### config.mk
export PLATFORM = sky130hd
export DESIGN_NAME = bms_ctrl
export DESIGN_NICKNAME = d
export VERILOG_FILES = /design/src/bms_pkg.sv /design/src/bms_ctrl.sv
export SDC_FILE = /design/constraint.sdc
export NUM_CORES = 1
export LEC_CHECK = 0
export BUFFER_PORTS_ARGS = -buffer_cell sky130_fd_sc_hd__buf_2
export CELL_PAD_IN_SITES_DETAIL_PLACEMENT = 1
export CELL_PAD_IN_SITES_GLOBAL_PLACEMENT = 2
export CORE_MARGIN = 2
export CORE_UTILIZATION = 38
export CTS_CLUSTER_DIAMETER = 200
export DETAILED_ROUTE_END_ITERATION = 10
export PLACE_DENSITY_LB_ADDON = 0.1
export SYNTH_ARGS = -nofsm -noshare
export SYNTH_HDL_FRONTEND = slang
export SYNTH_SLANG_ARGS = --single-unit
### constraint.sdc
create_clock -name i_clk -period 11.4 [get_ports i_clk]
set_clock_uncertainty 0.05 [all_clocks]
set_input_delay 1.71 -clock i_clk [delete_from_list [all_inputs] [get_ports i_clk]]
set_output_delay 1.71 -clock i_clk [all_outputs]
set_load 0.1 [all_outputs]
### src/bms_pkg.sv
// Shared types for the bottom-up merge sorter.
// No dependencies; imported by the controller, the datapath and the top level.
package bms_pkg;

    // One stored record: signed Q8.8 key plus opaque payload
    typedef struct packed {
        logic [15:0] key;
        logic [31:0] payload;
    } t_rec;

    // Controller to datapath command flags
    typedef struct packed {
        logic load_wr;   // write the incoming beat into store a
        logic merge_wr;  // write the merge winner into the destination store
        logic src_a;     // store a is the merge source (store b takes the result)
        logic take_i;    // winner comes from the first run (read port 0)
        logic out_load;  // capture read port 0 into the output register
        logic out_last;  // final record of the sorted set
        logic out_drop;  // set lost records over capacity
    } t_cmd;

    // Datapath to controller status
    typedef struct packed {
        logic key_lt;    // key on port 0 is strictly below key on port 1
    } t_sts;

endpackage

### src/bms_ctrl.sv
// Controller of the merge sorter: load, merge-pass and emit sequencing with
// the run pointers. Depends on bms_pkg for t_cmd and t_sts.
module bms_ctrl
    import bms_pkg::*;
#(
    parameter int MAX_RECORDS = 64,
    parameter int AW          = 6,
    parameter int CW          = 7
) (
    input  logic          i_clk,
    input  logic          i_rst_n,
    input  logic          i_in_valid,
    input  logic          i_last,
    output logic          o_in_stall,
    output logic          o_out_valid,
    input  logic          i_out_stall,
    input  t_sts          i_sts,
    output t_cmd          o_cmd,
    output logic [AW-1:0] o_rd_addr0,
    output logic [AW-1:0] o_rd_addr1,
    output logic [AW-1:0] o_wr_addr
);

    localparam int SW = CW + 2;

    localparam logic [2:0] S_LOAD      = 3'd0;
    localparam logic [2:0] S_RUN       = 3'd1;
    localparam logic [2:0] S_READ      = 3'd2;
    localparam logic [2:0] S_MERGE     = 3'd3;
    localparam logic [2:0] S_EMIT_RD   = 3'd4;
    localparam logic [2:0] S_EMIT_LD   = 3'd5;
    localparam logic [2:0] S_EMIT_WAIT = 3'd6;

    localparam logic [CW-1:0] CAP = CW'(MAX_RECORDS);

    logic [2:0]    r_state, n_state;
    logic [CW-1:0] r_count, n_count;
    logic          r_ovf, n_ovf;
    logic [CW:0]   r_run, n_run;
    logic          r_src_a, n_src_a;
    logic [CW-1:0] r_lo, n_lo;
    logic [CW-1:0] r_i, n_i;
    logic [CW-1:0] r_j, n_j;
    logic [CW-1:0] r_mid, n_mid;
    logic [CW-1:0] r_hi, n_hi;
    logic [CW-1:0] r_o, n_o;
    logic [CW-1:0] r_e, n_e;
    logic          r_ovalid, n_ovalid;

    logic          i_act, j_act, take_i, e_last;
    logic [SW-1:0] mid_w, hi_w, count_w;
    logic [CW:0]   run2;

    assign i_act   = r_i < r_mid;
    assign j_act   = r_j < r_hi;
    assign take_i  = i_act & (~j_act | i_sts.key_lt);
    assign e_last  = CW'(r_e + 1'b1) == r_count;
    assign count_w = SW'(r_count);
    assign mid_w   = SW'(r_lo) + SW'(r_run);
    assign hi_w    = SW'(r_lo) + SW'({r_run, 1'b0});
    assign run2    = {r_run[CW-1:0], 1'b0};

    // Next-state and command logic
    always_comb begin
        n_state  = r_state;
        n_count  = r_count;
        n_ovf    = r_ovf;
        n_run    = r_run;
        n_src_a  = r_src_a;
        n_lo     = r_lo;
        n_i      = r_i;
        n_j      = r_j;
        n_mid    = r_mid;
        n_hi     = r_hi;
        n_o      = r_o;
        n_e      = r_e;
        n_ovalid = r_ovalid;

        o_cmd          = '0;
        o_cmd.src_a    = r_src_a;
        o_cmd.take_i   = take_i;
        o_cmd.out_last = e_last;
        o_cmd.out_drop = r_ovf;
        o_rd_addr0     = r_i[AW-1:0];
        o_rd_addr1     = r_j[AW-1:0];
        o_wr_addr      = r_o[AW-1:0];

        case (r_state)
            // Collect beats into store a until the one marked last; beats over capacity only set the overflow flag
            S_LOAD: begin
                o_wr_addr = r_count[AW-1:0];
                if (i_in_valid) begin
                    if (r_count < CAP) begin
                        o_cmd.load_wr = 1'b1;
                        n_count       = r_count + 1'b1;
                    end else begin
                        n_ovf = 1'b1;
                    end
                    if (i_last) begin
                        n_run   = (CW+1)'(1);
                        n_src_a = 1'b1;
                        n_lo    = '0;
                        n_o     = '0;
                        n_state = S_RUN;
                    end
                end
            end

            // Set up the next run pair, or close the pass
            S_RUN: begin
                if (r_lo >= r_count) begin
                    n_run   = run2;
                    n_src_a = ~r_src_a;
                    n_lo    = '0;
                    n_o     = '0;
                    if (run2 < (CW+1)'(r_count)) begin
                        n_state = S_RUN;
                    end else begin
                        n_e     = '0;
                        n_state = S_EMIT_RD;
                    end
                end else begin
                    n_i     = r_lo;
                    n_mid   = (mid_w < count_w) ? mid_w[CW-1:0] : r_count;
                    n_j     = (mid_w < count_w) ? mid_w[CW-1:0] : r_count;
                    n_hi    = (hi_w < count_w) ? hi_w[CW-1:0] : r_count;
                    n_state = S_READ;
                end
            end

            // Fetch the two run heads
            S_READ: begin
                n_state = S_MERGE;
            end

            // One record per cycle; the next heads are fetched right away
            S_MERGE: begin
                o_cmd.merge_wr = 1'b1;
                n_o            = r_o + 1'b1;
                if (take_i) begin
                    n_i = r_i + 1'b1;
                end else begin
                    n_j = r_j + 1'b1;
                end
                o_rd_addr0 = n_i[AW-1:0];
                o_rd_addr1 = n_j[AW-1:0];
                if (n_i == r_mid && n_j == r_hi) begin
                    n_lo    = r_hi;
                    n_state = S_RUN;
                end
            end

            S_EMIT_RD: begin
                o_rd_addr0 = r_e[AW-1:0];
                n_state    = S_EMIT_LD;
            end

            S_EMIT_LD: begin
                o_rd_addr0     = r_e[AW-1:0];
                o_cmd.out_load = 1'b1;
                n_ovalid       = 1'b1;
                n_state        = S_EMIT_WAIT;
            end

            // Hold the beat until taken, then read the next record; taking the final beat clears the set
            S_EMIT_WAIT: begin
                o_rd_addr0 = r_e[AW-1:0];
                if (!i_out_stall) begin
                    n_ovalid = 1'b0;
                    if (e_last) begin
                        n_count = '0;
                        n_ovf   = 1'b0;
                        n_run   = (CW+1)'(1);
                        n_state = S_LOAD;
                    end else begin
                        n_e        = r_e + 1'b1;
                        o_rd_addr0 = n_e[AW-1:0];
                        n_state    = S_EMIT_LD;
                    end
                end
            end

            default: begin
                n_state = S_LOAD;
            end
        endcase
    end

    // Control registers
    always_ff @(posedge i_clk) begin
        if (!i_rst_n) begin
            r_state  <= S_LOAD;
            r_count  <= '0;
            r_ovf    <= 1'b0;
            r_run    <= (CW+1)'(1);
            r_src_a  <= 1'b1;
            r_ovalid <= 1'b0;
        end else begin
            r_state  <= n_state;
            r_count  <= n_count;
            r_ovf    <= n_ovf;
            r_run    <= n_run;
            r_src_a  <= n_src_a;
            r_ovalid <= n_ovalid;
        end
    end

    // Pointers, only meaningful inside a sort
    always_ff @(posedge i_clk) begin
        r_lo  <= n_lo;
        r_i   <= n_i;
        r_j   <= n_j;
        r_mid <= n_mid;
        r_hi  <= n_hi;
        r_o   <= n_o;
        r_e   <= n_e;
    end

    assign o_in_stall  = (r_state != S_LOAD);
    assign o_out_valid = r_ovalid;

    // Fill level never passes capacity
    a_count_cap: assert property (@(posedge i_clk) disable iff (!i_rst_n)
        r_count <= CAP)
        else $error("record count above capacity");

    // A merge cycle always has a record left in at least one run
    a_merge_live: assert property (@(posedge i_clk) disable iff (!i_rst_n)
        (r_state == S_MERGE) |-> (i_act || j_act))
        else $error("merge step with both runs empty");

    // No input beat is taken while a result is pending
    a_no_overlap: assert property (@(posedge i_clk) disable iff (!i_rst_n)
        !o_in_stall |-> !r_ovalid)
        else $error("input taken while output pending");

    // Delivering the final record clears the set
    a_set_clear: assert property (@(posedge i_clk) disable iff (!i_rst_n)
        (r_ovalid && !i_out_stall && e_last) |=> (r_count == '0 && !r_ovf))
        else $error("set not cleared after final beat");

    // Emitted index stays inside the set
    a_emit_range: assert property (@(posedge i_clk) disable iff (!i_rst_n)
        r_ovalid |-> (r_e < r_count))
        else $error("emit index outside set");

endmodule

==> metrics.csv, run 1 <==
stage,metric,value,unit
power_and_ir_drop,maximum VDD drop,0.0569,mV
timing,Max Clock Freq,171,MHz
setup_path,Reg2Reg Setup Slack,7.12,ns
power_and_ir_drop,PwrDens,141,nW/um^2
clock_tree,CTS buffer count,9,
clock_tree,post-CTS sizing,0,
setup_path,FF-to-FF End,r_j[6],
hold_path,Min-Delay Path Depth,2,
timing,clock period minus final worst setup slack,5.86,ns
grt,largest net degree at the start of global routing,27,
route,Total Wirelength,17.3,mm
floorplan,Initial Util,39.2,%
setup_path,WP data arrival,4.10,ns
timing,Final period util,51.4,%
final_layout,layout cells sized above 1,12.3,%
placed_design,DP HPWL,13.5,mm
outcome,status,finished clean,
setup_path,Worst Path Required,9.64,ns
synthesis,ys flop type,edfxtp_1,
timing,Slew Limit Fails,0,
synthesis,synthesis-stage register bit count,69,
hold_path,startpoint of the worst hold path,r_ovf,
floorplan,IO Count,33,
clock_tree,CTS Root Cell,clkbuf_16,
hold_path,Worst Hold End,r_ovf,
hold_path,Hold/Removal Path Class,flop to flop,
synthesis,Netlist Area Pre-Place,5750,um^2
synthesis,warnings from Yosys,0,
timing,relative slew slack,27.1,%
timing,total negative slack,0,ns
timing,RSZ-0062 raised after global routing,no,
floorplan,Die Width,127,um
grt,first-pass GRT wire length,28.2,mm
floorplan,Core Area,14600,um^2
grt,initial antenna violation count,0,
timing,Final Hold Viols,0,
clock_tree,CTS Buffer Depth,2,
grt,number of global-route vias before repair,4924,
clock_tree,CTS tree,done,
setup_path,WS Path Type,primary input to output port,
clock_tree,H-tree depth,3,
synthesis,post-synth cell types,72,
placed_design,GPL Wtd Cong,0.833,
clock_tree,cts hold-fix bufs,0,
run,Max-Cap Viols,0,
route,Post-DRT Antenna Nets,0,
route,via-per-instance ratio,5.71,
clock_tree,Post-CTS Setup Repair Bufs,0,
final_layout,Final #Nets,708,
synthesis,synth top area cells,"edfxtp_1 25%, ha_1 12%, dfxtp_1 7.3%, xnor2_1 6.1%, nor2_1 4.5%",
final_layout,Syn-to-layout area delta,9.69,%
synthesis,"EDFF count, synth",48,
synthesis,most common cell in the netlist,nor2_1,
grt,Tot GR Track Use,22.6,%
placed_design,IO buf count,32,
synthesis,"Seq/Total Area, Yosys",32.4,%
synthesis,cells after synthesis,630,
clock_tree,clock sinks,69,
final_layout,final instance area,6300,um^2
floorplan,# rows,44,
synthesis,top cell type's share of synthesized area,25.1,%
setup_path,Critical Path Fanout Max,20,
placed_design,DP Area,6000,um^2
synthesis,most frequent cells after synthesis,"69 x nor2_1, 55 x ha_1, 48 x edfxtp_1, 47 x nand2_1, 40 x xnor2_1",
clock_tree,"Clk Latency, worst-skew pair",0.34,ns
setup_path,worst reg-to-reg path cell count,17,
power_and_ir_drop,Leak Pwr,2.58,nW
grt,grt ovf,0,
setup_path,Crit. End Element,output port,
synthesis,fraction of registers with async set/reset,0,%
route,# DRC,0,
timing,Final Setup Violations,0,
timing,Worst-Margin Slew,1.07,ns
setup_path,worst reg2reg path startpoint,r_lo[0],
setup_path,CP Launch Type,primary input,
clock_tree,Worst-path clk slew,0.06,ns
floorplan,Die ar.,16100,um^2
route,DR pass1 iterations,4,
floorplan,Die Ht,127,um
route,1st-iter DRT viols,269,
synthesis,Syn Nets,693,
route,routed vias,4761,
synthesis,leading area contributor after synthesis,edfxtp_1,
synthesis,syn avg cell area,9.12,um^2
final_layout,antenna cell count,0,
route,DR WL/cell,20.8,um
## routing by layer
layer  global-route usage [%]  vias up  share of wire (%)
met5                        0        -                  0
met4                     5.62        0                1.5
met3                     3.25       21                2.0
met2                     37.2       52                 47
met1                     31.4     2377                 50
li1                         -     2311                  -
## placed cells by master (no fill, tap or decap), drive strengths merged, types with 30 or more instances in the layout
master	Yosys	routed
inv	37	38
nand2	47	47
nor2	69	69
xnor2	40	40
o21ai	30	30
a21oi	33	33
edfxtp	48	48
ha	55	55
buf	16	35
## where the power goes
| group | switching [mW] | internal, mW |
|---|---|---|
| clock network | 0.109 | 0.178 |
| logic | 0.182 | 0.0967 |
| registers | 0.0311 | 0.293 |
## per-stage QoR
step	setup WS [ns]	power, mW	utilization [%]	hold slack, ns	std cells
2_1_floorplan	4.70	0.541	-	0.429	630
3_3_place_gp	5.61	0.601	40.9	0.458	818
3_5_place_dp	5.52	0.607	40.9	0.470	818
4_1_cts	5.49	0.897	43.0	0.492	834
5_1_grt	5.17	0.936	43.0	0.545	834
6_report	5.54	0.890	43.0	0.489	834
## critical path, stage by stage
cell and delay, ns:
buf_2 0.10, a2111o_1 0.41, nand2_1 0.57, nor2_1 0.19
a221oi_1 0.39, o21ai_0 0.13, a21oi_1 0.15, buf_2 0.44
## how the worst max path moves through the flow
stage | endpoint | slack, ns | cells after the start | from
6_report | o_rd_addr0[1] | 5.54 | 8 | i_sts
4_1_cts | o_rd_addr1[3] | 5.49 | 9 | r_state[1]
3_3_place_gp | o_rd_addr0[1] | 5.61 | 8 | i_sts
2_1_floorplan | o_rd_addr0[2] | 4.70 | 7 | i_sts
5_1_grt | o_rd_addr1[3] | 5.17 | 9 | r_state[1]
3_5_place_dp | o_rd_addr0[1] | 5.52 | 8 | i_sts
## registers in the layout (all words and copies together) (netlist names)
register / flops
r_run: 8
r_count: 7
r_e: 7
r_hi: 7
r_i: 7
r_j: 7
r_lo: 7
r_mid: 7
r_o: 6
r_state: 3
o_out_valid: 1
r_ovf: 1
r_src_a: 1
## final cells by class
type	instances	area, um^2
Fill cell	1710	8340
Timing Repair Buffer	35	183
Clock buffer	14	295
Clock inverter	2	11.3
Multi-Input combinational cell	492	3580
Tap cell	184	230
Inverter	38	143
Sequential cell	69	1860
## cells by family (layout without fill, tap and decap cells)
family,count (synthesis),in the layout,synth area share [%]
AOI/OAI and AO/OA,144,144,17.3
muxes,28,28,5.34
buffers and inverters,69,89,5.31
and+or+nand+nor,200,200,16.4
adders and majority gates,57,57,12.7
DFF,69,69,32.4
xor gates and xnor gates,63,63,10.6
Note: power is estimated with default switching activity, not from simulation.
==> inputs of run 2 (changes only) <==
Clock period 11.4 ns to 5.9 ns, I/O delays scaled along.
==> metrics.csv, run 2 (synthesis gave the netlist of run 1 again) <==
stage,metric,value,unit,change
floorplan,Die Width,127,um,unchanged
route,# DRC,0,,unchanged
setup_path,CP Launch Type,flop,,
grt,initial antenna violation count,0,,unchanged
floorplan,Initial Util,39.2,%,unchanged
clock_tree,Worst-path clk slew,0.06,ns,about the same
floorplan,# rows,44,,unchanged
setup_path,Worst Path Required,4.97,ns,-4.67 ns
grt,met3 capacity usage during global routing,3.92,%,+0.67 points
power_and_ir_drop,Power Total,1.73,mW,+94%
power_and_ir_drop,PwrDens,274,nW/um^2,+94%
outcome,status,finished clean,,
setup_path,worst reg2reg path startpoint,r_j[4],,
timing,relative slew slack,34.4,%,+7.3 points
placed_design,GPL Wtd Cong,0.827,,-0.66%
setup_path,Critical Path End,o_rd_addr0[3],,
timing,hold_ws,0.522,ns,+0.0331 ns
timing,Final Setup Violations,0,,unchanged
clock_tree,post-CTS sizing,0,,unchanged
placed_design,Inst Count DP,819,,+0.12%
timing,Final Hold Viols,0,,unchanged
setup_path,WS Path Type,flop to output port,,
setup_path,worst reg-to-reg path cell count,10,,-7
power_and_ir_drop,Sequential Power Share,36.2,%,-0.2 points
final_layout,max FFs per register,8,,unchanged
route,DR WL/cell,21.1,um,+1.3%
final_layout,final instance area,6310,um^2,+0.20%
setup_path,Reg2Reg Setup Slack,1.64,ns,-5.48 ns
setup_path,Critical Path Fanout Max,20,,unchanged
run,Max-Cap Viols,0,,unchanged
timing,Slew Limit Fails,0,,unchanged
timing,final worst slack,1.07,ns,-4.47 ns
placed_design,DP HPWL,13.6,mm,+0.77%
timing,RSZ-0062 raised after global routing,no,,
grt,GR Util met1,31.1,%,-0.30 points
clock_tree,CTS Buffer Depth,2,,unchanged
route,DR pass1 iterations,4,,unchanged
setup_path,worst setup path start,r_i[4],,
grt,largest net degree at the start of global routing,26,,-3.7%
timing,Worst-Margin Slew,0.959,ns,-0.107 ns
power_and_ir_drop,Internal Power,1.10,mW,+93%
setup_path,WP data arrival,3.90,ns,-0.20 ns
setup_path,Crit. End Element,output port,,
route,1st-iter DRT viols,309,,+15%
floorplan,IO Count,33,,unchanged
grt,first-pass GRT wire length,28.0,mm,-0.83%
final_layout,final core occ,43.1,%,+0.085 points
final_layout,Filler cells,1730,,+1.2%
floorplan,Die Ht,127,um,unchanged
power_and_ir_drop,Clk network pwr share,32.5,%,+0.2 points
hold_path,Hold/Removal Path Class,flop to flop,,
setup_path,Critical-path top delay cell,edfxtp_1,,
final_layout,Final #Nets,709,,+0.14%
final_layout,Final Non-Filler Cells,835,,+0.12%
timing,total negative slack,0,ns,unchanged
power_and_ir_drop,combinational cell fraction of total power,31.3,%,about the same
timing,clock period minus final worst setup slack,4.83,ns,
route,Post-DRT Antenna Nets,0,,unchanged
final_layout,register area,1860,um^2,unchanged
placed_design,DP Area,6010,um^2,+0.19%
final_layout,layout cells sized above 1,12.4,%,+0.13 points
setup_path,FF-to-FF End,r_lo[6],,
clock_tree,"Clk Latency, worst-skew pair",0.35,ns,about the same
grt,grt peak-use layer,met2,,
route,via-per-instance ratio,5.71,,about the same
clock_tree,clock sinks,69,,unchanged
placed_design,IO buf count,32,,unchanged
final_layout,"commonest cells after routing, fill and taps aside","69 x nor2_1, 55 x ha_1, 48 x edfxtp_1",,
clock_tree,CTS Root Cell,clkbuf_16,,
final_layout,area of the multi-input gates,3580,um^2,+0.11%
floorplan,Die ar.,16100,um^2,unchanged
power_and_ir_drop,Sw Share,36.5,%,+0.32 points
timing,Final period util,81.9,%,
clock_tree,CTS buffer count,9,,unchanged
route,routed vias,4767,,+0.13%
route,Total Wirelength,17.6,mm,+1.4%
final_layout,Reg with most FFs,r_run,,
floorplan,Core Area,14600,um^2,unchanged
grt,Tot GR Track Use,22.6,%,about the same
clock_tree,H-tree depth,3,,unchanged
final_layout,Syn-to-layout area delta,9.91,%,
setup_path,"critical path, cell by cell","ha_1, a21o_1, a221o_1, a41oi_2, nand2_1, nor3_1, xor2_1, nor2_1, a221oi_1, buf_2",,
hold_path,Min-Delay Path Depth,2,,unchanged
grt,met2 Use GR,36.9,%,-0.25 points
setup_path,CP max stage delay,0.55,ns,-0.02 ns
power_and_ir_drop,Leak Pwr,2.58,nW,about the same
clock_tree,cts hold-fix bufs,0,,unchanged
clock_tree,Post-CTS Setup Repair Bufs,0,,unchanged
grt,number of global-route vias before repair,4980,,+1.1%
final_layout,antenna cell count,0,,unchanged
power_and_ir_drop,maximum VDD drop,0.132,mV,+130%
power_and_ir_drop,P_sw,0.631,mW,+96%
clock_tree,CTS tree,done,,
timing,Max Clock Freq,207,MHz,
grt,grt ovf,0,,unchanged
placed_design,Setup WS pre-CTS,1.45,ns,-4.07 ns
final_layout,"commonest non-fill, non-tap cell in the layout",nor2_1,,
## run 2: power by group through the flow
stage / sequential (mW) / clock (mW) / combinational, mW
3_5_place_dp: 0.635 / 0 / 0.538
3_3_place_gp: 0.634 / 0 / 0.527
4_1_cts: 0.625 / 0.569 / 0.545
5_1_grt: 0.632 / 0.595 / 0.594
2_1_floorplan: 0.599 / 0 / 0.446
6_report: 0.625 / 0.561 / 0.542
## run 2: worst min path at each step
| stage | startpoint | to | slack, ns |
|---|---|---|---|
| 6_report | r_src_a | r_src_a | 0.52 |
| 4_1_cts | r_src_a | r_src_a | 0.53 |
| 2_1_floorplan | r_ovf | r_ovf | 0.43 |
| 3_3_place_gp | r_ovf | r_ovf | 0.46 |
| 3_5_place_dp | r_src_a | r_src_a | 0.51 |
| 5_1_grt | r_ovf | r_ovf | 0.58 |
## run 2: critical path, delay by kind of cell (launching register included)
family                     cells  cell delay [ns]
AOI/OAI and AO/OA              4             0.99
xor gates and xnor gates       1             0.17
and+or+nand+nor                3             0.96
buffers and inverters          1             0.47
adders and majority gates      1             0.41
DFF                            1             0.55
## run 2: cell type report
type,count,area share (%)
clock buffers,14,4.68
clock inverters,2,0.198
inverters,38,2.26
multi-input cells,492,56.7
flip-flops and latches,69,29.5
well taps,184,3.65
repair buffers,36,3.01
## run 2: per-layer routing
layer / vias to the layer above / part of all wire (%)
li1: 2308 / -
met2: 71 / 47
met3: 15 / 3.7
met5: - / 0
met1: 2373 / 48
met4: 0 / 1.6
==> inputs of run 3 (changes only) <==
Settings changed: ABC_AREA from default to 1, CORE_UTILIZATION 38 to 36.
Clock period 5.9 ns to 4.7 ns, I/O delays scaled along.
==> metrics.csv, run 3 <==
stage,metric,value,unit,change
grt,largest net degree at the start of global routing,28,,+7.7%
synthesis,fraction of registers with async set/reset,0,%,unchanged
timing,Final period util,87.2,%,
clock_tree,CTS tree,done,,
synthesis,most common cell in the netlist,nand2_1,,
synthesis,cells after synthesis,765,,+21%
final_layout,"commonest cells after routing, fill and taps aside","187 x nand2_1, 112 x inv_1, 74 x nor2_1",,
grt,initial antenna violation count,0,,unchanged
clock_tree,CTS Buffer Depth,2,,unchanged
clock_tree,"Clk Latency, worst-skew pair",0.34,ns,about the same
timing,Final Hold Viols,0,,unchanged
route,routed vias,5255,,+10%
floorplan,# rows,45,,+2.3%
synthesis,warnings from Yosys,0,,unchanged
placed_design,DP HPWL,14.3,mm,+5.2%
clock_tree,CTS Root Cell,clkbuf_16,,
route,DR pass1 iterations,4,,unchanged
final_layout,Filler cells,1944,,+12%
power_and_ir_drop,Clk network pwr share,15.3,%,-17 points
power_and_ir_drop,Power Total,4.59,mW,+170%
timing,Max Clock Freq,244,MHz,
grt,first-pass GRT wire length,28.7,mm,+2.6%
timing,hold_ws,0.445,ns,-0.0768 ns
synthesis,ys flop type,edfxtp_1,,
grt,Tot GR Track Use,22.9,%,+0.33 points
clock_tree,Post-CTS Setup Repair Bufs,0,,unchanged
synthesis,Netlist Area Pre-Place,5560,um^2,-3.3%
floorplan,Die ar.,16400,um^2,+2.0%
synthesis,leading area contributor after synthesis,edfxtp_1,,
synthesis,syn avg cell area,7.27,um^2,-20%
route,met3 WL,422,um,-35%
final_layout,Final #Nets,857,,+21%
synthesis,"Seq/Total Area, Yosys",33.5,%,+1.1 points
run,Max-Cap Viols,0,,unchanged
setup_path,Most Frequent Cell on Critical Path,nand2_1,,
final_layout,Reg with most FFs,r_run,,
hold_path,Hold/Removal Path Class,flop to flop,,
final_layout,area of the multi-input gates,3150,um^2,-12%
clock_tree,H-tree depth,3,,unchanged
power_and_ir_drop,P_sw,2.51,mW,+300%
clock_tree,cts hold-fix bufs,0,,unchanged
floorplan,Die Width,128,um,+1.0%
floorplan,Die Ht,128,um,+1.0%
setup_path,WS Path Type,flop to output port,,
power_and_ir_drop,combinational cell fraction of total power,59.9,%,+29 points
setup_path,Worst Path Required,3.94,ns,-1.03 ns
final_layout,final core occ,40.9,%,-2.3 points
floorplan,Core Area,15100,um^2,+3.4%
route,Post-DRT Antenna Nets,0,,unchanged
power_and_ir_drop,Sequential Power Share,24.8,%,-11 points
final_layout,Syn-to-layout area delta,11.4,%,
final_layout,layout cells sized above 1,9.64,%,-2.8 points
final_layout,"commonest non-fill, non-tap cell in the layout",nand2_1,,
timing,Worst-Margin Slew,1.02,ns,+0.0604 ns
floorplan,Initial Util,36.7,%,-2.5 points
timing,clock period minus final worst setup slack,4.10,ns,
clock_tree,post-CTS sizing,0,,unchanged
power_and_ir_drop,maximum VDD drop,0.375,mV,+180%
timing,Slew Limit Fails,0,,unchanged
route,# DRC,0,,unchanged
power_and_ir_drop,Leak Pwr,2.95,nW,+14%
synthesis,top cell type's share of synthesized area,25.9,%,+0.85 points
route,WL met2,8.89,mm,+8.6%
route,Total Wirelength,18.0,mm,+2.6%
setup_path,CP max stage delay,0.48,ns,-0.07 ns
setup_path,CP Launch Type,flop,,
final_layout,max FFs per register,8,,unchanged
timing,total negative slack,0,ns,unchanged
outcome,status,finished clean,,
synthesis,most frequent cells after synthesis,"187 x nand2_1, 112 x inv_1, 75 x nor2_1, 65 x nand3_1, 55 x ha_1",,
timing,RSZ-0062 raised after global routing,no,,
setup_path,Critical Path Fanout Max,7,,-65%
placed_design,IO buf count,32,,unchanged
setup_path,WP data arrival,3.34,ns,-0.56 ns
power_and_ir_drop,Sw Share,54.8,%,+18 points
setup_path,"critical path, cell by cell","ha_1, xnor2_1, inv_1, nand2_1, nand2_1, nor2_1, nand3_1, nor2_1, nand3_1, nand2_1, inv_1, nor2_2, a21oi_1, a31oi_1, buf_2",,
synthesis,synthesis-stage register bit count,69,,unchanged
clock_tree,CTS buffer count,9,,unchanged
floorplan,IO Count,33,,unchanged
route,M1 WL,8.33,mm,-1.6%
power_and_ir_drop,PwrDens,742,nW/um^2,+170%
route,via-per-instance ratio,5.32,,-6.7%
route,Highest Signal Layer,met4,,
synthesis,synth top area cells,"edfxtp_1 26%, nand2_1 13%, ha_1 12%, dfxtp_1 7.6%, inv_1 7.6%",,
grt,number of global-route vias before repair,5349,,+7.4%
synthesis,Syn Nets,828,,+19%
final_layout,register area,1860,um^2,unchanged
clock_tree,clock sinks,69,,unchanged
synthesis,post-synth cell types,40,,-44%
final_layout,antenna cell count,0,,unchanged
timing,relative slew slack,31.5,%,-2.9 points
setup_path,worst reg-to-reg path cell count,18,,+8
timing,Final Setup Violations,0,,unchanged
hold_path,Min-Delay Path Depth,2,,unchanged
grt,grt ovf,0,,unchanged
setup_path,Critical-path top delay cell,edfxtp_1,,
clock_tree,Worst-path clk slew,0.06,ns,about the same
power_and_ir_drop,Internal Power,2.08,mW,+89%
placed_design,GPL Wtd Cong,0.859,,+3.8%
setup_path,Crit. End Element,output port,,
route,1st-iter DRT viols,246,,-20%
route,DR WL/cell,18.3,um,-13%
synthesis,"EDFF count, synth",48,,unchanged
-- run 3: changes by cell type after synthesis, moves of 10 or more --
cell / before / now
mux2_2: 21 / 0
o21ai_1: 2 / 12
inv_1: 36 / 112
xnor2_1: 40 / 8
nand3_1: 21 / 65
nor2b_1: 19 / 0
nand2_1: 47 / 187
-- run 3: power groups by stage --
| stage | clock, mW | combinational [mW] | sequential [mW] |
|---|---|---|---|
| 5_1_grt | 0.742 | 3.08 | 1.16 |
| 3_5_place_dp | 0 | 2.76 | 1.15 |
| 6_report | 0.701 | 2.75 | 1.14 |
| 2_1_floorplan | 0 | 2.18 | 1.05 |
| 4_1_cts | 0.719 | 2.78 | 1.14 |
| 3_3_place_gp | 0 | 2.68 | 1.14 |
-- run 3: final cells by class --
| cell class | count | share of cell area, % |
|---|---|---|
| multi-input cells | 560 | 50.9 |
| flip-flops and latches | 69 | 30.1 |
| inverters | 116 | 7.03 |
| well taps | 188 | 3.80 |
| clock buffers | 9 | 3.64 |
| repair buffers | 38 | 3.32 |
| clock inverters | 7 | 1.21 |
-- run 3: metrics by stage --
step	cells	worst slack, ns	area (um^2)
2_1_floorplan	765	0.399	5560
3_3_place_gp	971	1.09	5890
3_5_place_dp	971	0.976	5890
4_1_cts	987	0.584	6190
5_1_grt	987	0.347	6190
6_report	987	0.603	6190
-- run 3: worst paths after layout --
check	from	endpoint	slack, ns
min reg2reg	o_out_valid	o_out_valid	0.45
max	r_e[0]	o_rd_addr0[0]	0.60
max reg2reg	r_run[0]	r_j[6]	0.95
min	o_out_valid	o_out_valid	0.45
-- run 3: cell families (layout without fill, tap and decap cells) --
family	Yosys count	after routing	synth area share [%]
AO/OA/AOI/OAI	117	117	12.0
XOR/XNOR	23	23	3.62
flip-flops	69	69	33.5
AND/OR/NAND/NOR	363	363	28.0
buffers and inverters	136	170	9.84
adder cells (fa/ha/maj)	57	57	13.1
-- run 3: layer usage --
metal  vias to the layer above  global-route usage, %
li1                       2585                      -
met1                      2573                   29.3
met2                        76                   39.8
met3                        21                   3.80
met4                         0                   6.53
met5                         -                      0
-- run 3: critical path, delay by kind of cell (launching register included) --
kind	cells	cell delay [ns]
AO/OA/AOI/OAI	2	0.34
XOR/XNOR	1	0.25
adder cells (fa/ha/maj)	1	0.28
buffers and inverters	3	0.66
flip-flops	1	0.48
AND/OR/NAND/NOR	8	0.99
